$ cat src/sv/dfr_pkg.sv
// Package for the UART frame deframer.
// Holds shared constants, register indexes and command/state types; no dependencies.
package dfr_pkg;

	localparam int unsigned BUFFER_DEPTH = 64;
	localparam int unsigned QUEUE_DEPTH  = 4;

	localparam logic [7:0] HEAD_FIRST_RST  = 8'hAA;
	localparam logic [7:0] HEAD_SECOND_RST = 8'h55;
	localparam logic [7:0] TAIL_FIRST_RST  = 8'h0D;
	localparam logic [7:0] TAIL_SECOND_RST = 8'h0A;

	typedef enum logic [1:0] {
		REG_HEAD_FIRST  = 2'd0,
		REG_HEAD_SECOND = 2'd1,
		REG_TAIL_FIRST  = 2'd2,
		REG_TAIL_SECOND = 2'd3
	} cfg_reg_t;

	typedef enum logic {
		CMD_STORE = 1'b0,
		CMD_EMIT  = 1'b1
	} cmd_kind_t;

	typedef enum logic {
		BK_IDLE = 1'b0,
		BK_EMIT = 1'b1
	} back_state_t;

	// front-end frame tracking state
	typedef struct packed {
		logic header_seen;
		logic in_frame;
		logic trailer_armed;
	} front_flags_t;

endpackage

$ cat src/sv/uart_frame_deframer.sv
// Top level of the UART frame deframer: front end, command queue, back end.
// Depends on dfr_pkg, dfr_front, dfr_fifo, dfr_back (and dfr_ram through it).
//
// Receives one byte per s_ transaction and delivers the payload of each frame that
// opens with the two header bytes and closes with the two trailer bytes, one m_
// transaction per payload byte (tlast on the final one, tuser flagging the single
// result of an empty frame). The front end takes a byte every cycle as long as the
// command queue (QUEUE_DEPTH = 4 entries) has room; each payload byte and each good
// trailer becomes one queued command. The back end writes a stored byte into the
// payload RAM and drains a completed frame from it through the registered RAM read
// at one result per cycle while m_tready stays high. It holds the queue while
// draining, and during that time the queue absorbs up to four further commands
// before s_tready drops. s_tready follows queue room only: while it is low every
// byte waits, including headers, idle bytes and trailer bytes that queue nothing.
// Payloads hold at most BUFFER_DEPTH - 1 bytes; a longer frame is dropped.
module uart_frame_deframer #(
	parameter int unsigned BUFFER_DEPTH = dfr_pkg::BUFFER_DEPTH
) (
	input  logic        clk,
	input  logic        arst_n,
	input  logic        cfg_we,
	input  logic [1:0]  cfg_index,
	input  logic [7:0]  cfg_data,
	input  logic        s_tvalid,
	output logic        s_tready,
	input  logic [7:0]  s_tdata,  // [7:0] rx_byte
	output logic        m_tvalid,
	input  logic        m_tready,
	output logic [23:0] m_tdata,  // [7:0] payload_byte, [13:8] byte_index,
	                              // [19:14] frame_length, [23:20] zero
	output logic        m_tuser,  // empty_frame
	output logic        m_tlast   // last_of_frame
);

	localparam int unsigned AW = $clog2(BUFFER_DEPTH);
	localparam int unsigned CMD_W = 1 + AW + 8;

	logic               q_full;
	logic               in_accept;
	logic               f_push;
	dfr_pkg::cmd_kind_t f_kind;
	logic [AW-1:0]      f_arg;
	logic [7:0]         f_byte;
	logic [CMD_W-1:0]   q_in;
	logic [CMD_W-1:0]   q_out;
	logic               q_valid;
	logic               q_ready;
	logic [7:0]         o_byte;
	logic [5:0]         o_index;
	logic [5:0]         o_length;

	assign s_tready  = !q_full;
	assign in_accept = s_tvalid && s_tready;
	assign q_in      = {f_kind, f_arg, f_byte};

	dfr_front #(
		.BUFFER_DEPTH (BUFFER_DEPTH)
	) u_front (
		.clk       (clk),
		.arst_n    (arst_n),
		.cfg_we    (cfg_we),
		.cfg_index (cfg_index),
		.cfg_data  (cfg_data),
		.in_accept (in_accept),
		.rx_byte   (s_tdata),
		.cmd_push  (f_push),
		.cmd_kind  (f_kind),
		.cmd_arg   (f_arg),
		.cmd_byte  (f_byte)
	);

	dfr_fifo #(
		.WIDTH (CMD_W),
		.DEPTH (dfr_pkg::QUEUE_DEPTH)
	) u_queue (
		.clk       (clk),
		.arst_n    (arst_n),
		.push      (f_push),
		.push_data (q_in),
		.full      (q_full),
		.pop_valid (q_valid),
		.pop_ready (q_ready),
		.pop_data  (q_out)
	);

	dfr_back #(
		.BUFFER_DEPTH (BUFFER_DEPTH)
	) u_back (
		.clk        (clk),
		.arst_n     (arst_n),
		.cmd_valid  (q_valid),
		.cmd_ready  (q_ready),
		.cmd_kind   (dfr_pkg::cmd_kind_t'(q_out[CMD_W-1])),
		.cmd_arg    (q_out[CMD_W-2:8]),
		.cmd_byte   (q_out[7:0]),
		.out_valid  (m_tvalid),
		.out_ready  (m_tready),
		.out_byte   (o_byte),
		.out_index  (o_index),
		.out_length (o_length),
		.out_empty  (m_tuser),
		.out_last   (m_tlast)
	);

	assign m_tdata = {4'h0, o_length, o_index, o_byte};

`ifndef NO_ASSERTIONS
	// commands are only produced for accepted bytes, which needs queue room
	a_no_overflow: assert property (@(posedge clk) disable iff (!arst_n)
		f_push |-> !q_full)
		else $error("command pushed into full queue");

	// an empty-frame result stands alone
	a_empty_alone: assert property (@(posedge clk) disable iff (!arst_n)
		(m_tvalid && m_tuser) |-> (m_tlast && m_tdata[19:8] == 12'h000))
		else $error("empty-frame result malformed");

	// payload results stay inside their frame
	a_index_range: assert property (@(posedge clk) disable iff (!arst_n)
		(m_tvalid && !m_tuser) |-> (m_tdata[13:8] != m_tdata[19:14]))
		else $error("byte index reaches frame length");
`endif

endmodule

$ cat src/sv/dfr_ram.sv
// Generic single-write, single-read RAM with registered read data.
// No dependencies.
module dfr_ram #(
	parameter int unsigned WIDTH = 8,
	parameter int unsigned DEPTH = 64
) (
	input  logic                     clk,
	input  logic                     we,
	input  logic [$clog2(DEPTH)-1:0] waddr,
	input  logic [WIDTH-1:0]         wdata,
	input  logic                     re,
	input  logic [$clog2(DEPTH)-1:0] raddr,
	output logic [WIDTH-1:0]         rdata
);

	logic [WIDTH-1:0] mem_q [DEPTH];
	logic [WIDTH-1:0] rdata_q;

	always_ff @(posedge clk) begin
		if (we) begin
			mem_q[waddr] <= wdata;
		end
		if (re) begin
			rdata_q <= mem_q[raddr];
		end
	end

	assign rdata = rdata_q;

endmodule

$ cat src/sv/dfr_fifo.sv
// Small register-based command queue between deframer front and back.
// No dependencies.
module dfr_fifo #(
	parameter int unsigned WIDTH = 8,
	parameter int unsigned DEPTH = 4
) (
	input  logic             clk,
	input  logic             arst_n,
	input  logic             push,
	input  logic [WIDTH-1:0] push_data,
	output logic             full,
	output logic             pop_valid,
	input  logic             pop_ready,
	output logic [WIDTH-1:0] pop_data
);

	localparam int unsigned PW = (DEPTH > 1) ? $clog2(DEPTH) : 1;
	localparam int unsigned CW = $clog2(DEPTH + 1);

	logic [WIDTH-1:0] mem_q [DEPTH];
	logic [PW-1:0]    wr_ptr_q;
	logic [PW-1:0]    rd_ptr_q;
	logic [CW-1:0]    count_q;
	logic             do_push;
	logic             do_pop;

	assign full      = (count_q == CW'(DEPTH));
	assign pop_valid = (count_q != '0);
	assign pop_data  = mem_q[rd_ptr_q];
	assign do_push   = push && !full;
	assign do_pop    = pop_valid && pop_ready;

	always_ff @(posedge clk) begin
		if (do_push) begin
			mem_q[wr_ptr_q] <= push_data;
		end
	end

	always_ff @(posedge clk or negedge arst_n) begin
		if (!arst_n) begin
			wr_ptr_q <= '0;
			rd_ptr_q <= '0;
			count_q  <= '0;
		end else begin
			if (do_push) begin
				wr_ptr_q <= (wr_ptr_q == PW'(DEPTH - 1)) ? '0 : wr_ptr_q + 1'b1;
			end
			if (do_pop) begin
				rd_ptr_q <= (rd_ptr_q == PW'(DEPTH - 1)) ? '0 : rd_ptr_q + 1'b1;
			end
			if (do_push && !do_pop) begin
				count_q <= count_q + 1'b1;
			end else if (do_pop && !do_push) begin
				count_q <= count_q - 1'b1;
			end
		end
	end

endmodule

$ cat src/sv/dfr_front.sv
// Deframer front end: header/trailer tracking, config registers, command issue.
// Depends on dfr_pkg.
module dfr_front #(
	parameter int unsigned BUFFER_DEPTH = dfr_pkg::BUFFER_DEPTH
) (
	input  logic                            clk,
	input  logic                            arst_n,
	input  logic                            cfg_we,
	input  logic [1:0]                      cfg_index,
	input  logic [7:0]                      cfg_data,
	input  logic                            in_accept,
	input  logic [7:0]                      rx_byte,
	output logic                            cmd_push,
	output dfr_pkg::cmd_kind_t              cmd_kind,
	output logic [$clog2(BUFFER_DEPTH)-1:0] cmd_arg,
	output logic [7:0]                      cmd_byte
);

	localparam int unsigned AW = $clog2(BUFFER_DEPTH);

	logic [7:0]            head_first_q;
	logic [7:0]            head_second_q;
	logic [7:0]            tail_first_q;
	logic [7:0]            tail_second_q;
	dfr_pkg::front_flags_t flags_q;
	dfr_pkg::front_flags_t flags_d;
	logic [AW-1:0]         count_q;
	logic [AW-1:0]         count_d;

	always_comb begin
		flags_d  = flags_q;
		count_d  = count_q;
		cmd_push = 1'b0;
		cmd_kind = dfr_pkg::CMD_STORE;
		cmd_arg  = count_q;
		cmd_byte = rx_byte;
		if (in_accept) begin
			if (!flags_q.in_frame) begin
				if (rx_byte == head_first_q) begin
					flags_d.header_seen = 1'b1;
				end else if (rx_byte == head_second_q && flags_q.header_seen) begin
					flags_d.in_frame      = 1'b1;
					flags_d.trailer_armed = 1'b0;
					count_d               = '0;
				end else begin
					flags_d.header_seen = 1'b0;
				end
			end else if (flags_q.trailer_armed) begin
				flags_d.in_frame      = 1'b0;
				flags_d.trailer_armed = 1'b0;
				count_d               = '0;
				if (rx_byte == tail_second_q) begin
					cmd_push = 1'b1;
					cmd_kind = dfr_pkg::CMD_EMIT;
				end
			end else if (rx_byte == tail_first_q) begin
				flags_d.trailer_armed = 1'b1;
			end else if (count_q == AW'(BUFFER_DEPTH - 1)) begin
				// buffer full: frame dropped
				flags_d.in_frame = 1'b0;
				count_d          = '0;
			end else begin
				cmd_push = 1'b1;
				count_d  = count_q + 1'b1;
			end
		end
	end

	always_ff @(posedge clk or negedge arst_n) begin
		if (!arst_n) begin
			head_first_q  <= dfr_pkg::HEAD_FIRST_RST;
			head_second_q <= dfr_pkg::HEAD_SECOND_RST;
			tail_first_q  <= dfr_pkg::TAIL_FIRST_RST;
			tail_second_q <= dfr_pkg::TAIL_SECOND_RST;
			flags_q       <= '0;
			count_q       <= '0;
		end else begin
			flags_q <= flags_d;
			count_q <= count_d;
			if (cfg_we) begin
				case (dfr_pkg::cfg_reg_t'(cfg_index))
					dfr_pkg::REG_HEAD_FIRST:  head_first_q  <= cfg_data;
					dfr_pkg::REG_HEAD_SECOND: head_second_q <= cfg_data;
					dfr_pkg::REG_TAIL_FIRST:  tail_first_q  <= cfg_data;
					dfr_pkg::REG_TAIL_SECOND: tail_second_q <= cfg_data;
					default: ;
				endcase
			end
		end
	end

endmodule

$ cat src/sv/dfr_back.sv
// Deframer back end: executes queued commands, writes payload RAM, drains frames.
// Depends on dfr_pkg and dfr_ram.
module dfr_back #(
	parameter int unsigned BUFFER_DEPTH = dfr_pkg::BUFFER_DEPTH
) (
	input  logic                            clk,
	input  logic                            arst_n,
	input  logic                            cmd_valid,
	output logic                            cmd_ready,
	input  dfr_pkg::cmd_kind_t              cmd_kind,
	input  logic [$clog2(BUFFER_DEPTH)-1:0] cmd_arg,
	input  logic [7:0]                      cmd_byte,
	output logic                            out_valid,
	input  logic                            out_ready,
	output logic [7:0]                      out_byte,
	output logic [5:0]                      out_index,
	output logic [5:0]                      out_length,
	output logic                            out_empty,
	output logic                            out_last
);

	localparam int unsigned AW = $clog2(BUFFER_DEPTH);
	localparam int unsigned XW = (AW > 6) ? AW : 6;

	dfr_pkg::back_state_t state_q;
	dfr_pkg::back_state_t state_d;

	logic [AW-1:0] len_q;
	logic [AW-1:0] rd_idx_q;
	logic [AW-1:0] ld_idx_q;
	logic          rd_valid_s1;
	logic          out_valid_q;
	logic [7:0]    out_byte_q;
	logic [5:0]    out_index_q;
	logic [5:0]    out_length_q;
	logic          out_empty_q;
	logic          out_last_q;

	logic          out_free;
	logic          ram_we;
	logic          ram_re;
	logic [7:0]    ram_rdata;
	logic          start_emit;
	logic          load_empty;
	logic          load_emit;
	logic          ld_last;
	logic [XW-1:0] ld_idx_x;
	logic [XW-1:0] len_x;

	assign out_free = !out_valid_q || out_ready;
	assign ld_last  = (ld_idx_q + 1'b1) == len_q;
	assign ld_idx_x = XW'(ld_idx_q);
	assign len_x    = XW'(len_q);

	always_comb begin
		cmd_ready  = 1'b0;
		ram_we     = 1'b0;
		ram_re     = 1'b0;
		start_emit = 1'b0;
		load_empty = 1'b0;
		load_emit  = 1'b0;
		case (state_q)
			dfr_pkg::BK_IDLE: begin
				if (cmd_valid) begin
					if (cmd_kind == dfr_pkg::CMD_STORE) begin
						cmd_ready = 1'b1;
						ram_we    = 1'b1;
					end else if (cmd_arg == '0) begin
						cmd_ready  = out_free;
						load_empty = out_free;
					end else begin
						cmd_ready  = 1'b1;
						start_emit = 1'b1;
					end
				end
			end
			dfr_pkg::BK_EMIT: begin
				load_emit = rd_valid_s1 && out_free;
				// next read may issue once the held read data is consumed
				ram_re    = (rd_idx_q != len_q) && (!rd_valid_s1 || load_emit);
			end
			default: ;
		endcase
	end

	always_comb begin
		state_d = state_q;
		case (state_q)
			dfr_pkg::BK_IDLE: begin
				if (start_emit) begin
					state_d = dfr_pkg::BK_EMIT;
				end
			end
			dfr_pkg::BK_EMIT: begin
				if (load_emit && ld_last) begin
					state_d = dfr_pkg::BK_IDLE;
				end
			end
			default: state_d = dfr_pkg::BK_IDLE;
		endcase
	end

	dfr_ram #(
		.WIDTH (8),
		.DEPTH (BUFFER_DEPTH)
	) u_ram (
		.clk   (clk),
		.we    (ram_we),
		.waddr (cmd_arg),
		.wdata (cmd_byte),
		.re    (ram_re),
		.raddr (rd_idx_q),
		.rdata (ram_rdata)
	);

	always_ff @(posedge clk or negedge arst_n) begin
		if (!arst_n) begin
			state_q     <= dfr_pkg::BK_IDLE;
			len_q       <= '0;
			rd_idx_q    <= '0;
			ld_idx_q    <= '0;
			rd_valid_s1 <= 1'b0;
			out_valid_q <= 1'b0;
		end else begin
			state_q <= state_d;
			if (start_emit) begin
				len_q    <= cmd_arg;
				rd_idx_q <= '0;
				ld_idx_q <= '0;
			end
			if (ram_re) begin
				rd_idx_q <= rd_idx_q + 1'b1;
			end
			if (load_emit) begin
				ld_idx_q <= ld_idx_q + 1'b1;
			end
			if (ram_re) begin
				rd_valid_s1 <= 1'b1;
			end else if (load_emit) begin
				rd_valid_s1 <= 1'b0;
			end
			if (load_emit || load_empty) begin
				out_valid_q <= 1'b1;
			end else if (out_ready) begin
				out_valid_q <= 1'b0;
			end
		end
	end

	always_ff @(posedge clk) begin
		if (load_empty) begin
			out_byte_q   <= '0;
			out_index_q  <= '0;
			out_length_q <= '0;
			out_empty_q  <= 1'b1;
			out_last_q   <= 1'b1;
		end else if (load_emit) begin
			out_byte_q   <= ram_rdata;
			out_index_q  <= ld_idx_x[5:0];
			out_length_q <= len_x[5:0];
			out_empty_q  <= 1'b0;
			out_last_q   <= ld_last;
		end
	end

	assign out_valid  = out_valid_q;
	assign out_byte   = out_byte_q;
	assign out_index  = out_index_q;
	assign out_length = out_length_q;
	assign out_empty  = out_empty_q;
	assign out_last   = out_last_q;

endmodule

$ cat config.mk
export PLATFORM = sky130hd
export DESIGN_NAME = uart_frame_deframer
export DESIGN_NICKNAME = d
export VERILOG_FILES = /design/src/sv/dfr_pkg.sv /design/src/sv/uart_frame_deframer.sv /design/src/sv/dfr_ram.sv /design/src/sv/dfr_fifo.sv /design/src/sv/dfr_front.sv /design/src/sv/dfr_back.sv
export SDC_FILE = /design/constraint.sdc
export NUM_CORES = 1
export LEC_CHECK = 0
export BUFFER_PORTS_ARGS = -buffer_cell sky130_fd_sc_hd__buf_2
export CAP_MARGIN = 20
export CORE_MARGIN = 1.5
export CORE_UTILIZATION = 30
export DETAILED_ROUTE_END_ITERATION = 12
export RECOVER_POWER = 50
export SYNTH_ARGS = -nofsm -noshare
export SYNTH_HDL_FRONTEND = slang
export SYNTH_SLANG_ARGS = --single-unit
$ cat constraint.sdc
create_clock -name clk -period 4.7 [get_ports clk]
set_input_delay 0.705 -clock clk [delete_from_list [all_inputs] [get_ports clk]]
set_output_delay 0.705 -clock clk [all_outputs]
set_load 0.01 [all_outputs]
## Word level (Yosys, flattened, before mapping)

Memories as Yosys holds them, arrays and structs flattened. A register that Yosys moved wholly into a read port is not among the register bits.
Index checks and enable logic that the tools add are counted.
Widths: inputs -> output; s select.

| storage, ports and cells | value |
|---|---|
| register bits | 91 |
| bits in writable memories | 572 |
| input bits | 23 |
| output and inout bits | 28 |
| logic and storage cells | 140 |
| memories | 2 |

Memory list:

| memory | words | bits a word | read ports | clocked after memory_dff | wr ports | RTL line | RTL |
|---|---|---|---|---|---|---|---|
| u_back.u_ram.mem_q | 64 | 8 | 1 | 1 | 1 | dfr_ram.sv:16 | `logic [WIDTH-1:0] mem_q [DEPTH];` |
| u_queue.mem_q | 4 | 15 | 1 | 0 | 1 | dfr_fifo.sv:20 | `logic [WIDTH-1:0] mem_q [DEPTH];` |

| cells by class | value |
|---|---|
| add/sub/neg operators | 7 |
| equal/unequal tests | 16 |
| multiplexer cells | 58 |
| bitwise gates (word level) | 2 |
| reductions and logical operators | 33 |

Operators with widths:

| kind | number |
|---|---|
| $mux 6 | 9 |
| $mux 1 | 40 |
| $eq 8x8->1 | 4 |
| $add 6x1->6 const B | 3 |
| $mux 2 | 6 |
| $reduce_bool 2->1 | 6 |
| $logic_and 1x1->1 | 9 |
| $eq 2x2->1 const B | 4 |
| $reduce_and 2->1 | 4 |
| $eq 6x6->1 | 1 |
| $eq 6x6->1 const B | 1 |
| $logic_not 6->1 | 1 |
| $mux 3 | 2 |
| $ne 6x6->1 | 1 |
| $reduce_and 3->1 | 2 |
| $logic_not 1->1 | 5 |
| $add 2x1->2 const B | 2 |
| $ne 2x1->1 const B | 2 |
| $reduce_and 4->1 | 1 |
| $add 3x1->3 const B | 1 |
| $eq 3x3->1 const B | 1 |
| $logic_or 1x1->1 | 3 |
| $ne 3x3->1 const B | 1 |
| $reduce_bool 3->1 | 1 |
| 5 further kinds | 6 |

## Depth between registers and ports, before layout

| logic depth | value |
|---|---|
| word-level depth | 11 |
| gate-level depth with buffers | 11 |

## Cells and area by module

From an unflattened synthesis, not the netlist that was laid out.

| second synthesis, totals | value |
|---|---|
| cell total of the unflattened synthesis | 1465 |
| area total of the unflattened synthesis | 27116.0 sq um |

By module, submodules not included:

| module | times used | cells each | area each (sq um) |
|---|---|---|---|
| dfr_ram | 1 | 940 | 20246.9 |
| dfr_fifo | 1 | 116 | 2651.3 |
| dfr_front | 1 | 175 | 2132.0 |
| dfr_back | 1 | 227 | 2042.0 |
| uart_frame_deframer | 1 | 7 | 43.8 |

## Worst setup path before layout

Ideal clock, no wire load.

| timing path | value |
|---|---|
| kind | reg-to-reg |
| from | register u_queue.rd_ptr_q[0] |
| to | register u_queue.count_q[2] |
| library setup time | 79 ps |
| data arrival time | 2906 ps |
| path slack | 1714 ps |
| stages on the path, launching flop included | 12 |
| path buffers | 2 |
| cells stage by stage | dfrtp_1 > buf_6 > mux4_2 > or3_1 > buf_2 > o31ai_4 > ha_1 > inv_1 > fa_1 > xor2_1 > nor2_1 > xor2_1 |

| between the ends | value |
|---|---|
| longest elaborated chain between the ends | 10 |

RTL lines:

| what | RTL line | RTL |
|---|---|---|
| start, declared | dfr_fifo.sv:22 | `logic [PW-1:0] rd_ptr_q;` |
| start signal, assigned | dfr_fifo.sv:49 | `rd_ptr_q <= (rd_ptr_q == PW'(DEPTH - 1)) ? '0 : rd_ptr_q + 1'b1;` |
| $mem_v2 4x15 (*) | - |  |
| $logic_not 6->1 | dfr_back.sv:68 | `end else if (cmd_arg == '0) begin` |
| $mux 1 | dfr_back.sv:68 |  |
| $mux 1 (*) | dfr_back.sv:65 | `if (cmd_kind == dfr_pkg::CMD_STORE) begin` |
| $mux 1 (*) | dfr_back.sv:64 | `if (cmd_valid) begin` |
| $mux 1 (*) | dfr_back.sv:62 | `case (state_q)` |
| $logic_and 1x1->1 (*) | dfr_fifo.sv:31 | `assign do_pop = pop_valid && pop_ready;` |
| $logic_not 1->1 | dfr_fifo.sv:51 | `if (do_push && !do_pop) begin` |
| $logic_and 1x1->1 | dfr_fifo.sv:51 |  |
| $mux 3 / $reduce_bool 2->1 (equally long branches) | - |  |
| end signal, assigned | dfr_fifo.sv:52 | `count_q <= count_q + 1'b1;` |
| end signal, assigned | dfr_fifo.sv:54 | `count_q <= count_q - 1'b1;` |
| end, declared | dfr_fifo.sv:23 | `logic [CW-1:0] count_q;` |

Every way passes the cells marked *; elsewhere a longest branch is shown, timed or not.
A chain may end at the register's enable or synchronous reset.

## Final worst setup path

| timing path | value |
|---|---|
| from | register u_back.rd_idx_q[3] |
| to | register u_back.u_ram.rdata_q[6] (netlist: u_back.u_ram.rdata[6]), read port of u_back.u_ram.mem_q (data pin) |

| between the ends | value |
|---|---|
| longest elaborated chain between the ends | 3 |

RTL lines:

| what | RTL line | RTL |
|---|---|---|
| start, declared | dfr_back.sv:29 | `logic [AW-1:0] rd_idx_q;` |
| start signal, assigned | dfr_back.sv:132 | `rd_idx_q <= rd_idx_q + 1'b1;` |
| $ne 6x6->1 | dfr_back.sv:80 | `ram_re = (rd_idx_q != len_q) && (!rd_valid_s1 \|\| load_emit);` |
| $logic_and 1x1->1 | dfr_back.sv:80 |  |
| $mux 1 | dfr_back.sv:62 |  |
| end, declared | dfr_ram.sv:17 | `logic [WIDTH-1:0] rdata_q;` |

Several ways; a longest one is shown, not always the timed one.

==> impl_metrics.toml <==
[sta]
skew_ps = 38.6
holdWs_ps = 402
setup_tns_ps = 0
finalCritPeriodShare_pct = 78.8
setup_viol = 0
fmax_mhz = 270
setup_ws_ps = 996
tightest_slew_ps = 2180
drv_slew = 565
hold_violations = 0
min_period_ps = 3700
rsz0062_at_grt = "false"
max_slew_margin_pct = -45.6

[route]
dr.pass1.iters = 6
vias = 13700
drtAntennaViolNets = 0
via_per_inst = 5.01
routed_wl_mm = 62.3
routedWlPerCell_um = 22.7
drc = 0
first_iter_violations = 1472

[grt]
grt_usage_pct = 13.7
grt_max_degree = 65
grt_overflow_total = 0
grt_pass1_vias = 13800
antenna_found_initial = 0
grt_pass1_wl_mm = 92.3

[placement]
placed_cells = 2610
gp_congestion = 0.784
place_ws_ps = 1080
hpwl_mm = 39.0
portBuffers = 46

[synthesis]
synth-seq-cells = 671
async_flop_share_pct = 10.3
ys_seq_area_share_pct = 73.3
yosysWarnings = 0
synth_area_um2 = 26700
syn_inst = 1442
synth_ff_type = "edfxtp_1"
synth.distinct_cells = 64
avgSynthCellArea_um2 = 18.5
synth_edf_count = 580

[die]
core_area_um2 = 88400
start_util_pct = 30.3
rows = 109
fp.dieH_um = 302
ioPinCount = 51
fp.dieW_um = 302
dieArea_um2 = 90900

[layout]
final_common_cell = "edfxtp_1"
drive_above_1_share_pct = 22.2
fin_nets = 1551
final_cell_mix = "580 x edfxtp_1, 140 x mux4_2, 95 x nand2_1"
fill_cells = 8263
num_antenna_cells = 0
syn2layout_area_growth_pct = 14.3
final-instance-count-excl-fill = 2740

[clock_network]
cts_tree = "yes"
clkTransAtPathRegs_ps = 60
post-cts-setup-buffer-count = 0
cts_buffers = 70
cts_buffer_depth = 3
post_cts_resized = 0
cts_root_buffer = "clkbuf_16"
clk_latency_ps = 610
clock-sinks = 671
htree_levels = 3
hold_buffers = 0

[setup_path]
crit_family = "compound AO/OA/AOI/OAI gates"
cp_max_fo = 37
worst_path_max_delay_cell = "dfrtp_1"
cp.arrival_ps = 4000
startpoint_type = "flip-flop"
crit_chain = "nor2_1 -> a22o_1 -> a2111oi_0 -> o22ai_1"
slowest_delay_ps = 1480
critPathKind = "flip-flop to flip-flop"
critPathRequiredTime_ps = 4990
path_buf_inv = 0
critPathCaptureType = "flip-flop"

[power]
pwr_density_cell_nw_per_um2 = 397
static-leakage-power_nw = 9.57
ir_worst_vdd_mv = 0.273

[status]
failed_checks = "max-capacitance violations, max-slew violations"
status = "finished with violations"

[flow_run]
drv_cap = 10

[hold_path]
hold_class = "input pin to flip-flop"
## routing by layer
layer | GRT usage (%) | wire (um)
met3 | 3.11 | 4980
met2 | 21.5 | 29200
met5 | 0 | 0
met4 | 3.63 | 1410
met1 | 19.2 | 26600
## cell families (layout without fill, tap and decap cells)
logic type                 count (synthesis)  count (layout)  synth area share [%]
buffers and inverters                     80             210                  1.39
other                                      1               4                0.0140
muxes                                    204             204                  14.4
and+or+nand+nor                          280             280                  4.95
DFF                                      671             671                  73.3
adders and majority gates                 10              10                 0.496
xor gates and xnor gates                  53              53                  1.79
AOI/OAI and AO/OA                        143             143                  3.69
## cell type report
cell class / count / area, um2 / share of cell area, %
multi-input cells: 694 / 6790 / 22.2
clock inverters: 40 / 354 / 1.16
repair buffers: 73 / 398 / 1.30
clock buffers: 89 / 1920 / 6.29
inverters: 8 / 30.0 / 0.0983
flip-flops and latches: 671 / 19600 / 64.2
well taps: 1165 / 1460 / 4.77
## cell usage after synthesis (11+ instances only)
cell / n / area, um2
a21oi_1: 29 / 145
and3_1: 11 / 68.8
buf_2: 21 / 105
clkbuf_1: 33 / 124
dfrtp_1: 56 / 1400
dfstp_2: 13 / 342
dfxtp_1: 22 / 440
edfxtp_1: 580 / 17400
mux2_2: 41 / 462
mux2i_1: 22 / 220
mux4_2: 140 / 3150
nand2_1: 95 / 357
nand2b_1: 11 / 68.8
nand3_1: 24 / 120
nor2_1: 78 / 293
o21ai_0: 24 / 120
o221ai_1: 11 / 96.3
o22ai_1: 22 / 138
xnor2_1: 31 / 272
xor2_1: 21 / 184
## path summary, 6_finish.rpt
path / startpoint / to / slack (ps) / depth (start not counted)
max in group asynchronous: arst_n / u_front.cmd_arg[5]$_DFFE_PN0P_ / 1410 / 2
worst max register to register: u_back.rd_idx_q[3]$_DFFE_PN0P_ / u_back.u_ram.rdata[6]$_DFFE_PP_ / 1000 / 4
worst min-delay path: cfg_data[3] / u_front.head_second_q[3]$_DFFE_PN0P_ / 400 / 2
min in group asynchronous: arst_n / u_queue.rd_ptr_q[1]$_DFFE_PN0P_ / 520 / 1
worst max-delay path: u_back.rd_idx_q[3]$_DFFE_PN0P_ / u_back.u_ram.rdata[6]$_DFFE_PP_ / 1000 / 4
worst min register to register: u_back.out_length[4]$_SDFFE_PP0P_ / u_back.out_length[4]$_SDFFE_PP0P_ / 460 / 2
## where the power goes
group	switching (W)	total [W]	internal (W)
Sequential	0.0000375	0.00650	0.00646
Clock	0.00226	0.00545	0.00319
Combinational	0.0000828	0.000170	0.0000869
## stage by stage
stage | power [W] | instance area (um2) | utilization [%]
5_1_grt | 0.0125 | 30600 | 34.6
4_1_cts | 0.0122 | 30600 | 34.6
3_5_place_dp | 0.00680 | 28300 | 32.1
6_report | 0.0121 | 30600 | 34.6
3_3_place_gp | 0.00679 | 28300 | 32.1
2_1_floorplan | 0.00673 | 26800 | -
## registers in the layout (all words and copies together), names as in the netlist
signal                 flops
u_back.u_ram.mem_q       512
u_queue.mem_q             60
u_back.out_byte            8
u_back.u_ram.rdata         8
u_front.head_first_q       8
u_front.head_second_q      8
u_front.tail_first_q       8
u_front.tail_second_q      8
u_back.ld_idx_q            6
u_back.len_q               6
u_back.out_index           6
u_back.out_length          6
u_back.rd_idx_q            6
u_front.cmd_arg            6
u_front.flags_q            3
u_queue.count_q            3
u_queue.rd_ptr_q           2
u_queue.wr_ptr_q           2
u_back.out_empty           1
u_back.out_last            1
u_back.out_valid           1
u_back.rd_valid_s1         1
u_back.state_q             1
(Power assumes the default switching activity.)
